File: src/hdl/nearest_hit_pair_search_unit_defines.svh
// Assertion macros for the nearest hit pair search unit.
`ifndef NEAREST_HIT_PAIR_SEARCH_UNIT_DEFINES_SVH
`define NEAREST_HIT_PAIR_SEARCH_UNIT_DEFINES_SVH

// The consequent must hold in the same cycle as the antecedent.
`define NHPS_ASSERT_SAME(label, clk, rst_n, ante, cons) \
  label: assert property (@(posedge clk) disable iff (!(rst_n)) (ante) |-> (cons)) \
    else $error("nearest hit pair search: same-cycle check failed");

// The consequent must hold in the cycle after the antecedent.
`define NHPS_ASSERT_NEXT(label, clk, rst_n, ante, cons) \
  label: assert property (@(posedge clk) disable iff (!(rst_n)) (ante) |=> (cons)) \
    else $error("nearest hit pair search: next-cycle check failed");

`endif

File: src/hdl/nhps_pkg.sv
package nhps_pkg;

  localparam int unsigned COORD_WIDTH = 32;
  localparam int unsigned CFG_WIDTH   = 31;
  localparam int unsigned CFG_IDX_W   = 2;
  localparam int unsigned STEP_W      = $clog2(COORD_WIDTH);

  localparam logic [STEP_W-1:0] STEP_LAST = STEP_W'(COORD_WIDTH - 1);

  localparam logic [CFG_WIDTH-1:0] CUTOFF_RESET  = CFG_WIDTH'(2147483647);
  localparam logic [CFG_WIDTH-1:0] MODULUS_RESET = CFG_WIDTH'(65536);

  typedef enum logic [1:0] {
    CMD_START = 2'd0,
    CMD_HIT   = 2'd1,
    CMD_END   = 2'd2
  } cmd_e;

  typedef enum logic [CFG_IDX_W-1:0] {
    CFG_AXIS    = 2'd0,
    CFG_CUTOFF  = 2'd1,
    CFG_MODULUS = 2'd2
  } cfg_idx_e;

  localparam logic [1:0] PLANE_DIFF = 2'd0;
  localparam logic [1:0] PLANE_ONE  = 2'd1;
  localparam logic [1:0] PLANE_TWO  = 2'd2;

  typedef struct packed {
    logic                   start;
    logic [COORD_WIDTH-1:0] dividend;
    logic [CFG_WIDTH-1:0]   divisor;
  } mod_req_t;

  typedef struct packed {
    logic                   busy;
    logic                   done;
    logic [COORD_WIDTH-1:0] remainder;
  } mod_rsp_t;

endpackage

File: src/hdl/nhps_if.sv
interface nhps_pair_if;
  logic                            valid;
  logic                            ready;
  logic [1:0]                      cmd;
  logic [nhps_pkg::COORD_WIDTH-1:0] first_x;
  logic [nhps_pkg::COORD_WIDTH-1:0] first_y;
  logic [nhps_pkg::COORD_WIDTH-1:0] second_x;
  logic [nhps_pkg::COORD_WIDTH-1:0] second_y;

  modport source (output valid, cmd, first_x, first_y, second_x, second_y, input ready);
  modport sink (input valid, cmd, first_x, first_y, second_x, second_y, output ready);
endinterface

interface nhps_result_if;
  logic                            valid;
  logic                            ready;
  logic [nhps_pkg::COORD_WIDTH-1:0] out_x;
  logic [nhps_pkg::COORD_WIDTH-1:0] out_y;
  logic [1:0]                      plane_id;
  logic                            last;

  modport source (output valid, out_x, out_y, plane_id, last, input ready);
  modport sink (input valid, out_x, out_y, plane_id, last, output ready);
endinterface

File: src/hdl/nhps_mod_unit.sv
module nhps_mod_unit (
  input  logic               clk_i,
  input  logic               rst_ni,
  input  nhps_pkg::mod_req_t req_i,
  output nhps_pkg::mod_rsp_t rsp_o
);

  logic                               busy_q;
  logic                               done_q;
  logic [nhps_pkg::STEP_W-1:0]        cnt_q;
  logic                               neg_q;
  logic [nhps_pkg::COORD_WIDTH-1:0]   mag_q;
  logic [nhps_pkg::COORD_WIDTH-1:0]   rem_q;
  logic [nhps_pkg::CFG_WIDTH-1:0]     div_q;
  logic [nhps_pkg::COORD_WIDTH-1:0]   res_q;
  logic [nhps_pkg::COORD_WIDTH:0]     trial;
  logic [nhps_pkg::COORD_WIDTH:0]     div_ext;
  logic [nhps_pkg::COORD_WIDTH:0]     rem_step;
  logic [nhps_pkg::COORD_WIDTH-1:0]   rem_d;

  // Restoring remainder, one dividend bit per cycle. A zero divisor always
  // fits, so the remainder then ends equal to the magnitude itself.
  always_comb begin
    trial    = {rem_q, mag_q[nhps_pkg::COORD_WIDTH-1]};
    div_ext  = {2'b00, div_q};
    rem_step = (trial >= div_ext) ? (trial - div_ext) : trial;
    rem_d    = rem_step[nhps_pkg::COORD_WIDTH-1:0];
  end

  always_ff @(posedge clk_i or negedge rst_ni) begin
    if (!rst_ni) begin
      busy_q <= 1'b0;
      done_q <= 1'b0;
      cnt_q  <= '0;
    end else begin
      done_q <= 1'b0;
      if (req_i.start) begin
        busy_q <= 1'b1;
        cnt_q  <= '0;
      end else if (busy_q) begin
        cnt_q <= cnt_q + 1'b1;
        if (cnt_q == nhps_pkg::STEP_LAST) begin
          busy_q <= 1'b0;
          done_q <= 1'b1;
        end
      end
    end
  end

  always_ff @(posedge clk_i) begin
    if (req_i.start) begin
      neg_q <= req_i.dividend[nhps_pkg::COORD_WIDTH-1];
      mag_q <= req_i.dividend[nhps_pkg::COORD_WIDTH-1] ? ('0 - req_i.dividend) : req_i.dividend;
      rem_q <= '0;
      div_q <= req_i.divisor;
    end else if (busy_q) begin
      mag_q <= {mag_q[nhps_pkg::COORD_WIDTH-2:0], 1'b0};
      rem_q <= rem_d;
      if (cnt_q == nhps_pkg::STEP_LAST) begin
        res_q <= neg_q ? ('0 - rem_d) : rem_d;
      end
    end
  end

  assign rsp_o.busy      = busy_q;
  assign rsp_o.done      = done_q;
  assign rsp_o.remainder = res_q;

endmodule

File: src/hdl/nearest_hit_pair_search_unit.sv
// Nearest hit pair search unit.
// The pair_i channel carries one item per beat: an event start, a hit pair or an
// event end, with both hits in signed Q16.16. The result_o channel carries the
// winning pair of an event as three beats: the difference vector, then hit one
// and hit two with the searched coordinate folded by the modulus; the third beat
// has last set. The cfg port writes axis_select, cutoff_distance and modulus.
// Event start and hit pair beats are taken while the unit is idle; an event end
// without a winner loads no result beat. An event end with a winner puts the
// difference beat on result_o in the next cycle, and each folded hit is loaded
// from S_PUT_ONE or S_PUT_TWO after the shared remainder unit finishes it.
// The input is not ready while the folds run. After the last beat is loaded, the
// unit takes hit pairs again even while that beat waits.
// A stall on result_o holds the output register and the sequencer; an event end
// is not taken while a result is still waiting. Reset clears the configuration to
// axis x, cutoff 2147483647 and modulus 65536, and the running best to the cutoff.
`include "nearest_hit_pair_search_unit_defines.svh"

module nearest_hit_pair_search_unit (
  input  logic                              clk_i,
  input  logic                              rst_ni,
  input  logic                              cfg_we_i,
  input  logic [nhps_pkg::CFG_IDX_W-1:0]    cfg_idx_i,
  input  logic [nhps_pkg::CFG_WIDTH-1:0]    cfg_data_i,
  nhps_pair_if.sink                         pair_i,
  nhps_result_if.source                     result_o
);

  typedef enum logic [4:0] {
    S_IDLE     = 5'b00001,
    S_FOLD_ONE = 5'b00010,
    S_PUT_ONE  = 5'b00100,
    S_FOLD_TWO = 5'b01000,
    S_PUT_TWO  = 5'b10000
  } state_e;

  localparam int unsigned W = nhps_pkg::COORD_WIDTH;

  state_e state_q, state_d;

  logic                          axis_q;
  logic [nhps_pkg::CFG_WIDTH-1:0] cutoff_q;
  logic [nhps_pkg::CFG_WIDTH-1:0] modulus_q;

  logic [W-1:0] best_q;
  logic [W-1:0] diff_x_q, diff_y_q;
  logic [W-1:0] one_x_q, one_y_q;
  logic [W-1:0] two_x_q, two_y_q;

  logic         out_valid_q, out_valid_d;
  logic [W-1:0] out_x_q, out_y_q, out_x_d, out_y_d;
  logic [1:0]   out_plane_q, out_plane_d;
  logic         out_last_q, out_last_d;
  logic         out_load;
  logic         out_free;

  logic [W:0]   dx, dy;
  logic [W:0]   dx_neg, dy_neg;
  logic [W-1:0] dist_x, dist_y, cand;
  logic [W-1:0] sat_x, sat_y;
  logic         take;
  logic         winner;

  logic               accept;
  nhps_pkg::cmd_e     cmd;
  nhps_pkg::mod_req_t mod_req;
  nhps_pkg::mod_rsp_t mod_rsp;

  nhps_mod_unit u_mod (
    .clk_i  (clk_i),
    .rst_ni (rst_ni),
    .req_i  (mod_req),
    .rsp_o  (mod_rsp)
  );

  always_ff @(posedge clk_i or negedge rst_ni) begin
    if (!rst_ni) begin
      axis_q    <= 1'b0;
      cutoff_q  <= nhps_pkg::CUTOFF_RESET;
      modulus_q <= nhps_pkg::MODULUS_RESET;
    end else if (cfg_we_i) begin
      case (nhps_pkg::cfg_idx_e'(cfg_idx_i))
        nhps_pkg::CFG_AXIS:    axis_q    <= cfg_data_i[0];
        nhps_pkg::CFG_CUTOFF:  cutoff_q  <= cfg_data_i;
        nhps_pkg::CFG_MODULUS: modulus_q <= cfg_data_i;
        default: ;
      endcase
    end
  end

  // Differences are taken one bit wider so that the distance stays exact.
  always_comb begin
    dx     = {pair_i.first_x[W-1], pair_i.first_x} - {pair_i.second_x[W-1], pair_i.second_x};
    dy     = {pair_i.first_y[W-1], pair_i.first_y} - {pair_i.second_y[W-1], pair_i.second_y};
    dx_neg = '0 - dx;
    dy_neg = '0 - dy;
    dist_x = dx[W] ? dx_neg[W-1:0] : dx[W-1:0];
    dist_y = dy[W] ? dy_neg[W-1:0] : dy[W-1:0];

    if (!dx[W] && dx[W-1]) begin
      sat_x = {1'b0, {(W-1){1'b1}}};
    end else if (dx[W] && !dx[W-1]) begin
      sat_x = {1'b1, {(W-1){1'b0}}};
    end else begin
      sat_x = dx[W-1:0];
    end
    if (!dy[W] && dy[W-1]) begin
      sat_y = {1'b0, {(W-1){1'b1}}};
    end else if (dy[W] && !dy[W-1]) begin
      sat_y = {1'b1, {(W-1){1'b0}}};
    end else begin
      sat_y = dy[W-1:0];
    end

    cand   = axis_q ? dist_y : dist_x;
    take   = (cand != '0) && (cand < best_q);
    winner = best_q < {1'b0, cutoff_q};
  end

  assign cmd          = nhps_pkg::cmd_e'(pair_i.cmd);
  assign out_free     = !out_valid_q || result_o.ready;
  assign pair_i.ready = (state_q == S_IDLE) && ((cmd != nhps_pkg::CMD_END) || out_free);
  assign accept       = pair_i.valid && pair_i.ready;

  always_comb begin
    state_d          = state_q;
    mod_req.start    = 1'b0;
    mod_req.dividend = axis_q ? one_y_q : one_x_q;
    mod_req.divisor  = modulus_q;
    out_load         = 1'b0;
    out_x_d          = diff_x_q;
    out_y_d          = diff_y_q;
    out_plane_d      = nhps_pkg::PLANE_DIFF;
    out_last_d       = 1'b0;

    case (state_q)
      S_IDLE: begin
        if (accept && (cmd == nhps_pkg::CMD_END) && winner) begin
          out_load      = 1'b1;
          mod_req.start = 1'b1;
          state_d       = S_FOLD_ONE;
        end
      end
      S_FOLD_ONE: begin
        if (mod_rsp.done) begin
          state_d = S_PUT_ONE;
        end
      end
      S_PUT_ONE: begin
        out_x_d     = axis_q ? one_x_q : mod_rsp.remainder;
        out_y_d     = axis_q ? mod_rsp.remainder : one_y_q;
        out_plane_d = nhps_pkg::PLANE_ONE;
        if (out_free) begin
          out_load         = 1'b1;
          mod_req.start    = 1'b1;
          mod_req.dividend = axis_q ? two_y_q : two_x_q;
          state_d          = S_FOLD_TWO;
        end
      end
      S_FOLD_TWO: begin
        if (mod_rsp.done) begin
          state_d = S_PUT_TWO;
        end
      end
      S_PUT_TWO: begin
        out_x_d     = axis_q ? two_x_q : mod_rsp.remainder;
        out_y_d     = axis_q ? mod_rsp.remainder : two_y_q;
        out_plane_d = nhps_pkg::PLANE_TWO;
        out_last_d  = 1'b1;
        if (out_free) begin
          out_load = 1'b1;
          state_d  = S_IDLE;
        end
      end
      default: begin
        state_d = S_IDLE;
      end
    endcase

    out_valid_d = out_load ? 1'b1 : (result_o.ready ? 1'b0 : out_valid_q);
  end

  always_ff @(posedge clk_i or negedge rst_ni) begin
    if (!rst_ni) begin
      state_q     <= S_IDLE;
      out_valid_q <= 1'b0;
      best_q      <= {1'b0, nhps_pkg::CUTOFF_RESET};
      diff_x_q    <= '0;
      diff_y_q    <= '0;
      one_x_q     <= '0;
      one_y_q     <= '0;
      two_x_q     <= '0;
      two_y_q     <= '0;
    end else begin
      state_q     <= state_d;
      out_valid_q <= out_valid_d;
      if (accept) begin
        case (cmd)
          nhps_pkg::CMD_START: begin
            best_q   <= {1'b0, cutoff_q};
            diff_x_q <= '0;
            diff_y_q <= '0;
            one_x_q  <= '0;
            one_y_q  <= '0;
            two_x_q  <= '0;
            two_y_q  <= '0;
          end
          nhps_pkg::CMD_HIT: begin
            if (take) begin
              best_q   <= cand;
              diff_x_q <= sat_x;
              diff_y_q <= sat_y;
              one_x_q  <= pair_i.first_x;
              one_y_q  <= pair_i.first_y;
              two_x_q  <= pair_i.second_x;
              two_y_q  <= pair_i.second_y;
            end
          end
          default: ;
        endcase
      end
    end
  end

  always_ff @(posedge clk_i) begin
    if (out_load) begin
      out_x_q     <= out_x_d;
      out_y_q     <= out_y_d;
      out_plane_q <= out_plane_d;
      out_last_q  <= out_last_d;
    end
  end

  assign result_o.valid    = out_valid_q;
  assign result_o.out_x    = out_x_q;
  assign result_o.out_y    = out_y_q;
  assign result_o.plane_id = out_plane_q;
  assign result_o.last     = out_last_q;

  `NHPS_ASSERT_SAME(a_ready_only_idle, clk_i, rst_ni, pair_i.ready, state_q == S_IDLE)
  `NHPS_ASSERT_SAME(a_start_when_free, clk_i, rst_ni, mod_req.start, !mod_rsp.busy)
  `NHPS_ASSERT_NEXT(a_last_after_two, clk_i, rst_ni, out_load && out_last_d, result_o.valid && result_o.last && (result_o.plane_id == nhps_pkg::PLANE_TWO))

endmodule

File: src/flat_wrapper.sv
// flat-port wrapper written by rule: the top's interface ports become plain ports
module nearest_hit_pair_search_unit_flat 
  (clk_i, rst_ni, cfg_we_i, cfg_idx_i, cfg_data_i, pair_i_valid, pair_i_cmd, pair_i_first_x, pair_i_first_y, pair_i_second_x, pair_i_second_y, pair_i_ready, result_o_valid, result_o_out_x, result_o_out_y, result_o_plane_id, result_o_last, result_o_ready);
  nhps_pair_if pair_i_i ();
  nhps_result_if result_o_i ();
  input  logic clk_i;
  input  logic rst_ni;
  input  logic cfg_we_i;
  input  logic [nhps_pkg::CFG_IDX_W-1:0] cfg_idx_i;
  input  logic [nhps_pkg::CFG_WIDTH-1:0] cfg_data_i;
  input wire logic [$bits(pair_i_i.valid)-1:0] pair_i_valid;
  input wire logic [$bits(pair_i_i.cmd)-1:0] pair_i_cmd;
  input wire logic [$bits(pair_i_i.first_x)-1:0] pair_i_first_x;
  input wire logic [$bits(pair_i_i.first_y)-1:0] pair_i_first_y;
  input wire logic [$bits(pair_i_i.second_x)-1:0] pair_i_second_x;
  input wire logic [$bits(pair_i_i.second_y)-1:0] pair_i_second_y;
  output wire logic [$bits(pair_i_i.ready)-1:0] pair_i_ready;
  output wire logic [$bits(result_o_i.valid)-1:0] result_o_valid;
  output wire logic [$bits(result_o_i.out_x)-1:0] result_o_out_x;
  output wire logic [$bits(result_o_i.out_y)-1:0] result_o_out_y;
  output wire logic [$bits(result_o_i.plane_id)-1:0] result_o_plane_id;
  output wire logic [$bits(result_o_i.last)-1:0] result_o_last;
  input wire logic [$bits(result_o_i.ready)-1:0] result_o_ready;
  assign pair_i_i.valid = pair_i_valid;
  assign pair_i_i.cmd = pair_i_cmd;
  assign pair_i_i.first_x = pair_i_first_x;
  assign pair_i_i.first_y = pair_i_first_y;
  assign pair_i_i.second_x = pair_i_second_x;
  assign pair_i_i.second_y = pair_i_second_y;
  assign pair_i_ready = pair_i_i.ready;
  assign result_o_valid = result_o_i.valid;
  assign result_o_out_x = result_o_i.out_x;
  assign result_o_out_y = result_o_i.out_y;
  assign result_o_plane_id = result_o_i.plane_id;
  assign result_o_last = result_o_i.last;
  assign result_o_i.ready = result_o_ready;
  nearest_hit_pair_search_unit u_core (.clk_i(clk_i), .rst_ni(rst_ni), .cfg_we_i(cfg_we_i), .cfg_idx_i(cfg_idx_i), .cfg_data_i(cfg_data_i), .pair_i(pair_i_i), .result_o(result_o_i));
endmodule
File: config.mk
export PLATFORM = sky130hd
export DESIGN_NAME = nearest_hit_pair_search_unit_flat
export DESIGN_NICKNAME = d
export VERILOG_FILES = /design/src/hdl/nhps_pkg.sv /design/src/hdl/nhps_if.sv /design/src/hdl/nhps_mod_unit.sv /design/src/hdl/nearest_hit_pair_search_unit.sv /design/src/flat_wrapper.sv
export VERILOG_INCLUDE_DIRS = /design/src /design/src/hdl
export SDC_FILE = /design/constraint.sdc
export NUM_CORES = 1
export LEC_CHECK = 0
export BUFFER_PORTS_ARGS = -buffer_cell sky130_fd_sc_hd__buf_2
export CAP_MARGIN = 20
export CORE_ASPECT_RATIO = 0.8
export CORE_MARGIN = 4
export CORE_UTILIZATION = 28
export DETAILED_ROUTE_END_ITERATION = 12
export SLEW_MARGIN = 20
export SYNTH_ARGS = -nofsm -noshare
export SYNTH_HDL_FRONTEND = slang
export SYNTH_SLANG_ARGS = --single-unit
File: constraint.sdc
create_clock -name clk_i -period 19.2 [get_ports clk_i]
set_input_delay 1.92 -clock clk_i [delete_from_list [all_inputs] [get_ports clk_i]]
set_output_delay 1.92 -clock clk_i [all_outputs]
set_load 0.02 [all_outputs]
==> impl_results.md, run 1 <==
* Outcome: complete, no violations
* Routed WL at 130000 µm
* Worst hold path type: reg -> reg
* Post-synthesis register bit count at 495
* Gr usage total at 20.4%
* Ys async rst share at 60.6%
* Fin crit period at ~9100 ps
* DR pass1 iterations at 6
* Grt ovf at 0
* Die Wd at 391 µm
* Pre-CTS setup slack at 9600 ps
* Core footprint at around 120000 µm²
* Commonest cells after routing, fill and taps aside: nand2_1 (322), nor2_1 (258), buf_2 (235)
* Setup TNS at 0 ps
* Vias/cell at 5.58
* Residual DRC at 0
* Syn_nets at 3827
* Num CTS Buffers at a little under 60
* CTS max path bufs at 3
* Initial Util at about 28%
* Sequential element share of the synthesized area at 39.9%
* CTS tree: yes
* Residual antenna-violating net count after detailed routing at 0
* Worst setup SP type: input pin
* Final net count at 3962
* R2r setup slk at about 13000 ps
* # rows at roughly 110
* Hold_buf cts at 0
* Leak at around 0.016 µW
* Die ar. at between 100000 and 150000 µm²
* Final setup violation count at 0
* Post-synth EDFFs at 163
* Number of port buffers at 236
* Total power at 5490 µW
* Clk_lat worst skew at 680 ps
* Unrepaired setup endpoints after global routing: no
* Final hold violation count at 0
* 1st-iter DRT viols at between 3000 and 4000
* Worst Path Arrival at roughly 9700 ps
* DR WL/cell at 24.9 µm
* Setup Fix Bufs, Post-CTS at 0
* Post-Syn Area at between 30000 and 40000 µm²
* Post-Place Cells at around 5100
* Layout cells sized above 1 at approximately 17%
* Main synth FF type: dfrtp_1
* Clock sink count at 495
* Top-Level Pins at 237
* Clock transition at path regs at 60 ps
* Mapped Cells at approximately 3500
* Commonest non-fill, non-tap cell in the layout: nand2_1
* Design Area, Final at 37500 µm²
* Crit-path slowest cell: buf_4
* Area after DPL at 35500 µm²
* Crit-path max FO at slightly above 70
* Synthesis Warnings at 0
* Die Y at 315 µm
* Worst Max-Slew Pin Slew at 1160 ps
* Max Cap Violations at 0
* H-tree levels at 2
* Finished Layout Cells at about 5200
* Rel. slew slack at 22.0%
* Worst IR Drop VDD at 0.0766 mV
* Number of global-route vias before repair at 27500
* Critical Path End Type: flip-flop
* Slowest stage delay, CP at 850 ps
* Area growth syn-to-layout at 14.0%
* Clock skew at 40.8 ps
* Initial antenna violation count at 21
* Setup WS post-layout at 10060 ps
* Post-DP HPWL at 100000 µm
* Synthesized area per cell at 9.42 µm²
* Critical Setup Path Class: in -> reg
* GPL Wtd Cong at 0.987
* CTS resizes at 0
* Yosys cell types at 102
* Global-route wire length before repair at 188000 µm
* Pin count of the biggest net entering global routing at 149
* PD cells at between 100 and 150 nW/µm²
* Routed via count at 29200
* Pins Over Slew Limit at 0
* Root buf cell: clkbuf_16
* Max Freq at 0.109 GHz
* Period utilization at 47.6%
* WP data required at a little under 20000 ps
[flip-flops by register name, summed over array words and instances, names as in the netlist, 5 cells and up]
name                   flops
u_core.two_x_q            32
u_core.u_mod.rem_q        32
u_core.one_y_q            32
u_core.result_o.out_x     32
u_core.diff_x_q           32
u_core.u_mod.res_q        32
u_core.result_o.out_y     32
u_core.two_y_q            32
u_core.diff_y_q           32
u_core.cutoff_q           31
u_core.u_mod.cnt_q         5
u_core.one_x_q            32
u_core.best_q             32
u_core.modulus_q          31
u_core.u_mod.mag_q        32
u_core.u_mod.div_q        31
u_core.state_q             5
[kinds of logic (layout without fill, tap and decap cells)]
logic type               Yosys count  count (layout)  share of synthesized area (%)
AO/OA/AOI/OAI                    998             998                           21.1
XOR/XNOR                         176             176                           4.68
adder cells (fa/ha/maj)          174             174                           6.61
buffers and inverters            408             593                           5.06
flip-flops                       495             495                           39.9
multiplexers                     185             185                           7.20
other                              0               8                              0
AND/OR/NAND/NOR                 1058            1058                           15.5
[layout make-up]
type                       count  area (µm²)
clock inverter                39         419
timing repair buffer         272        1480
tap                         1539        1930
clock buffer                  71        1540
antenna                        8        20.0
fill                       12200       79200
sequential                   495       13100
multi-input combinational   2591       18200
inverter                     211         792
[worst paths after layout]
path | start | endpoint | cells past startpoint
max in group asynchronous | rst_ni | u_core.one_y_q[11] | 3
worst max register to register | u_core.state_q[3] | u_core.u_mod.mag_q[30] | 17
min in group asynchronous | rst_ni | u_core.u_mod.cnt_q[0] | 1
worst max-delay path | pair_i_second_x[8] | u_core.diff_x_q[14] | 31
worst min-delay path | u_core.modulus_q[3] | u_core.u_mod.div_q[3] | 0
worst min register to register | u_core.modulus_q[3] | u_core.u_mod.div_q[3] | 0
[cell usage after synthesis (30+ instances only)]
| master | count | area [µm²] |
|---|---|---|
| nand2_1 | 324 | 1220 |
| nor2_1 | 261 | 980 |
| dfrtp_1 | 236 | 5910 |
| o21ai_0 | 217 | 1090 |
| inv_1 | 211 | 792 |
| edfxtp_1 | 163 | 4890 |
| ha_1 | 162 | 2030 |
| a21oi_1 | 159 | 796 |
| clkbuf_1 | 124 | 465 |
| a22o_1 | 110 | 963 |
| xnor2_1 | 107 | 937 |
| mux2_2 | 100 | 1130 |
| nand3_1 | 80 | 400 |
| nor3_1 | 75 | 375 |
| xor2_1 | 69 | 604 |
| a21o_1 | 68 | 510 |
| dfstp_2 | 64 | 1680 |
| and3_1 | 57 | 357 |
| a211oi_1 | 54 | 405 |
| mux2i_1 | 53 | 531 |
| o211ai_1 | 51 | 383 |
| nand4_1 | 46 | 288 |
| a221o_1 | 37 | 370 |
| a22oi_1 | 37 | 278 |
| nand2b_1 | 37 | 231 |
| buf_2 | 34 | 170 |
| a31oi_1 | 33 | 206 |
| dfxtp_1 | 32 | 641 |
| mux4_2 | 31 | 698 |
| o21a_1 | 30 | 225 |
[routing by layer]
layer  routed length, µm  part of all wire [%]  up-vias  global-route usage (%)
met3               15600                    12      188                    7.14
li1                    -                     -    13200                       -
met4                4740                   3.6       22                    7.05
met1               56300                    43    14400                    28.6
met2               53200                    41     1412                    29.0
met5                 241                  0.19        -                   0.632
[power breakdown]
| part | switching (µW) | total (µW) | internal [µW] |
|---|---|---|---|
| Combinational | 1480 | 2440 | 957 |
| Clock | 503 | 1150 | 648 |
| Sequential | 375 | 1900 | 1530 |
| Total | 2360 | 5490 | 3130 |
[metrics by stage]
| stage | utilization (%) | hold WS, ps |
|---|---|---|
| 2_1_floorplan | - | 419 |
| 3_3_place_gp | 30.4 | 422 |
| 3_5_place_dp | 30.4 | 428 |
| 4_1_cts | 32.1 | 443 |
| 5_1_grt | 32.1 | 452 |
| 6_report | 32.2 | 441 |
[worst max-delay path, delay by kind of cell]
kind | cells | cell delay [ps]
adder cells (fa/ha/maj) | 2 | 700
AO/OA/AOI/OAI | 15 | 3850
AND/OR/NAND/NOR | 10 | 1960
XOR/XNOR | 1 | 280
buffers and inverters | 3 | 970
Power figures use the tool's default switching activity.
==> inputs of run 2 (changes only) <==
clock period = 8.7 ns   (was 19.2 ns; I/O delays follow)
==> impl_results.md, run 2 (synthesis results as in run 1) <==
* Design Area, Final at 37700 µm²
* Setup Fix Bufs, Post-CTS at 0
* Global-route wire length before repair at between 150000 and 200000 µm
* Pins Over Slew Limit at 0
* Crit-path max FO at 18
* CTS resizes at 0
* Leak at 0.0161 µW
* Routed via count at between 20000 and 30000
* Total power at between 10000 and 15000 µW
* Critical Path End Type: flip-flop
* WP data required at 9250 ps
* Initial Util at 28.2%
* Layout cells sized above 1 at 17.5%
* R2r setup slk at 2990 ps
* DR pass1 iterations at 5
* Hold_buf cts at 0
* 1st-iter DRT viols at 3175
* # rows at 112
* Number of port buffers at roughly 240
* Num CTS Buffers at between 50 and 60
* GPL Wtd Cong at 0.960
* Die Wd at 391 µm
* Fin crit period at 7180 ps
* CP most frequent cell: a21o_1
* Grt ovf at 0
* Crit-path slowest cell: or3_1
* CTS max path bufs at 3
* Top-Level Pins at 237
* Worst hold path type: in -> async
* Final net count at 3981
* Commonest cells after routing, fill and taps aside: nand2_1 (322), nor2_1 (259), buf_2 (235)
* Slowest stage delay, CP at 490 ps
* Max Cap Violations at 0
* Core footprint at 117000 µm²
* Rel. slew slack at around 27%
* Die ar. at 123000 µm²
* Residual antenna-violating net count after detailed routing at 0
* Outcome: complete, no violations
* Routed WL at 128000 µm
* Die Y at about 310 µm
* Initial antenna violation count at 9
* Worst IR Drop VDD at 0.174 mV
* Worst Path Arrival at just under 8000 ps
* Unrepaired setup endpoints after global routing: no
* Max Freq at 0.139 GHz
* Clk_lat worst skew at 700 ps
* Worst Max-Slew Pin Slew at 1090 ps
* Residual DRC at 0
* Vias/cell at 5.52
* Critical Setup Path Class: in -> reg
* PD cells at 322 nW/µm²
* Setup TNS at 0 ps
* Final setup violation count at 0
* Period utilization at 82.5%
* Commonest non-fill, non-tap cell in the layout: nand2_1
* Gr usage total at 20.3%
* H-tree levels at 2
* Area after DPL at between 30000 and 40000 µm²
* CTS tree: yes
* Worst setup SP type: input pin
* Clock skew at 65.4 ps
* Post-DP HPWL at 100000 µm
* Clock sink count at 495
* Pin count of the biggest net entering global routing at 123
* Final hold violation count at 0
* Area growth syn-to-layout at 14.5%
* Clock transition at path regs at around 60 ps
* DR WL/cell at 24.5 µm
* Root buf cell: clkbuf_16
* Number of global-route vias before repair at between 20000 and 30000
==> run 2: cell types whose count changed in the layout (fill, tap and decap cells not counted), sizes merged <==
cell,before,now
buf,272,290
inv,218,214
clkinv,17,20
clkbuf,71,76
clkinvlp,10,7
bufinv,5,6
==> run 2: cell type report <==
type	instances	area, µm²
Fill cell	12100	79000
Clock inverter	36	413
Multi-Input combinational cell	2591	18200
Sequential cell	495	13100
Antenna cell	8	20.0
Tap cell	1539	1930
Clock buffer	76	1600
Inverter	211	792
Timing Repair Buffer	290	1620
==> run 2: final timing paths <==
kind	start	end	cells past startpoint
min reg2reg	u_core.modulus_q[28]	u_core.u_mod.div_q[28]	0
min	rst_ni	u_core.modulus_q[24]	1
min in group clk_i	pair_i_first_x[28]	u_core.one_x_q[28]	2
max	pair_i_second_x[0]	u_core.diff_x_q[15]	30
max reg2reg	u_core.state_q[0]	u_core.u_mod.mag_q[30]	16
max in group asynchronous	rst_ni	u_core.one_x_q[6]	3
==> run 2: worst max-delay path: cells and delay by family <==
kind,cells,cell delay [ps]
AOI/OAI and AO/OA,15,3170
buffers and inverters,1,110
and+or+nand+nor,9,2050
adders and majority gates,3,960
xor gates and xnor gates,2,510
==> run 2: layer usage <==
metal	track usage, %	vias to the layer above	part of all wire (%)
li1	-	13300	-
met1	29.2	14300	44
met2	29.1	1264	41
met3	5.66	156	11
met4	6.41	2	3.2
met5	0	-	0.010
==> run 2: report_power, final <==
group	internal [µW]	switching, µW
Sequential	3370	812
Clock	1490	1100
Combinational	2130	3240
Total	6980	5160
==> run 2: through the flow <==
stage	instances	util (%)	hold WS, ps	worst slack (ps)
3_3_place_gp	5126	30.6	424	881
2_1_floorplan	3494	-	419	1840
3_5_place_dp	5126	30.6	429	976
5_1_grt	5238	32.3	243	953
4_1_cts	5238	32.3	243	1660
6_report	5246	32.3	172	1520
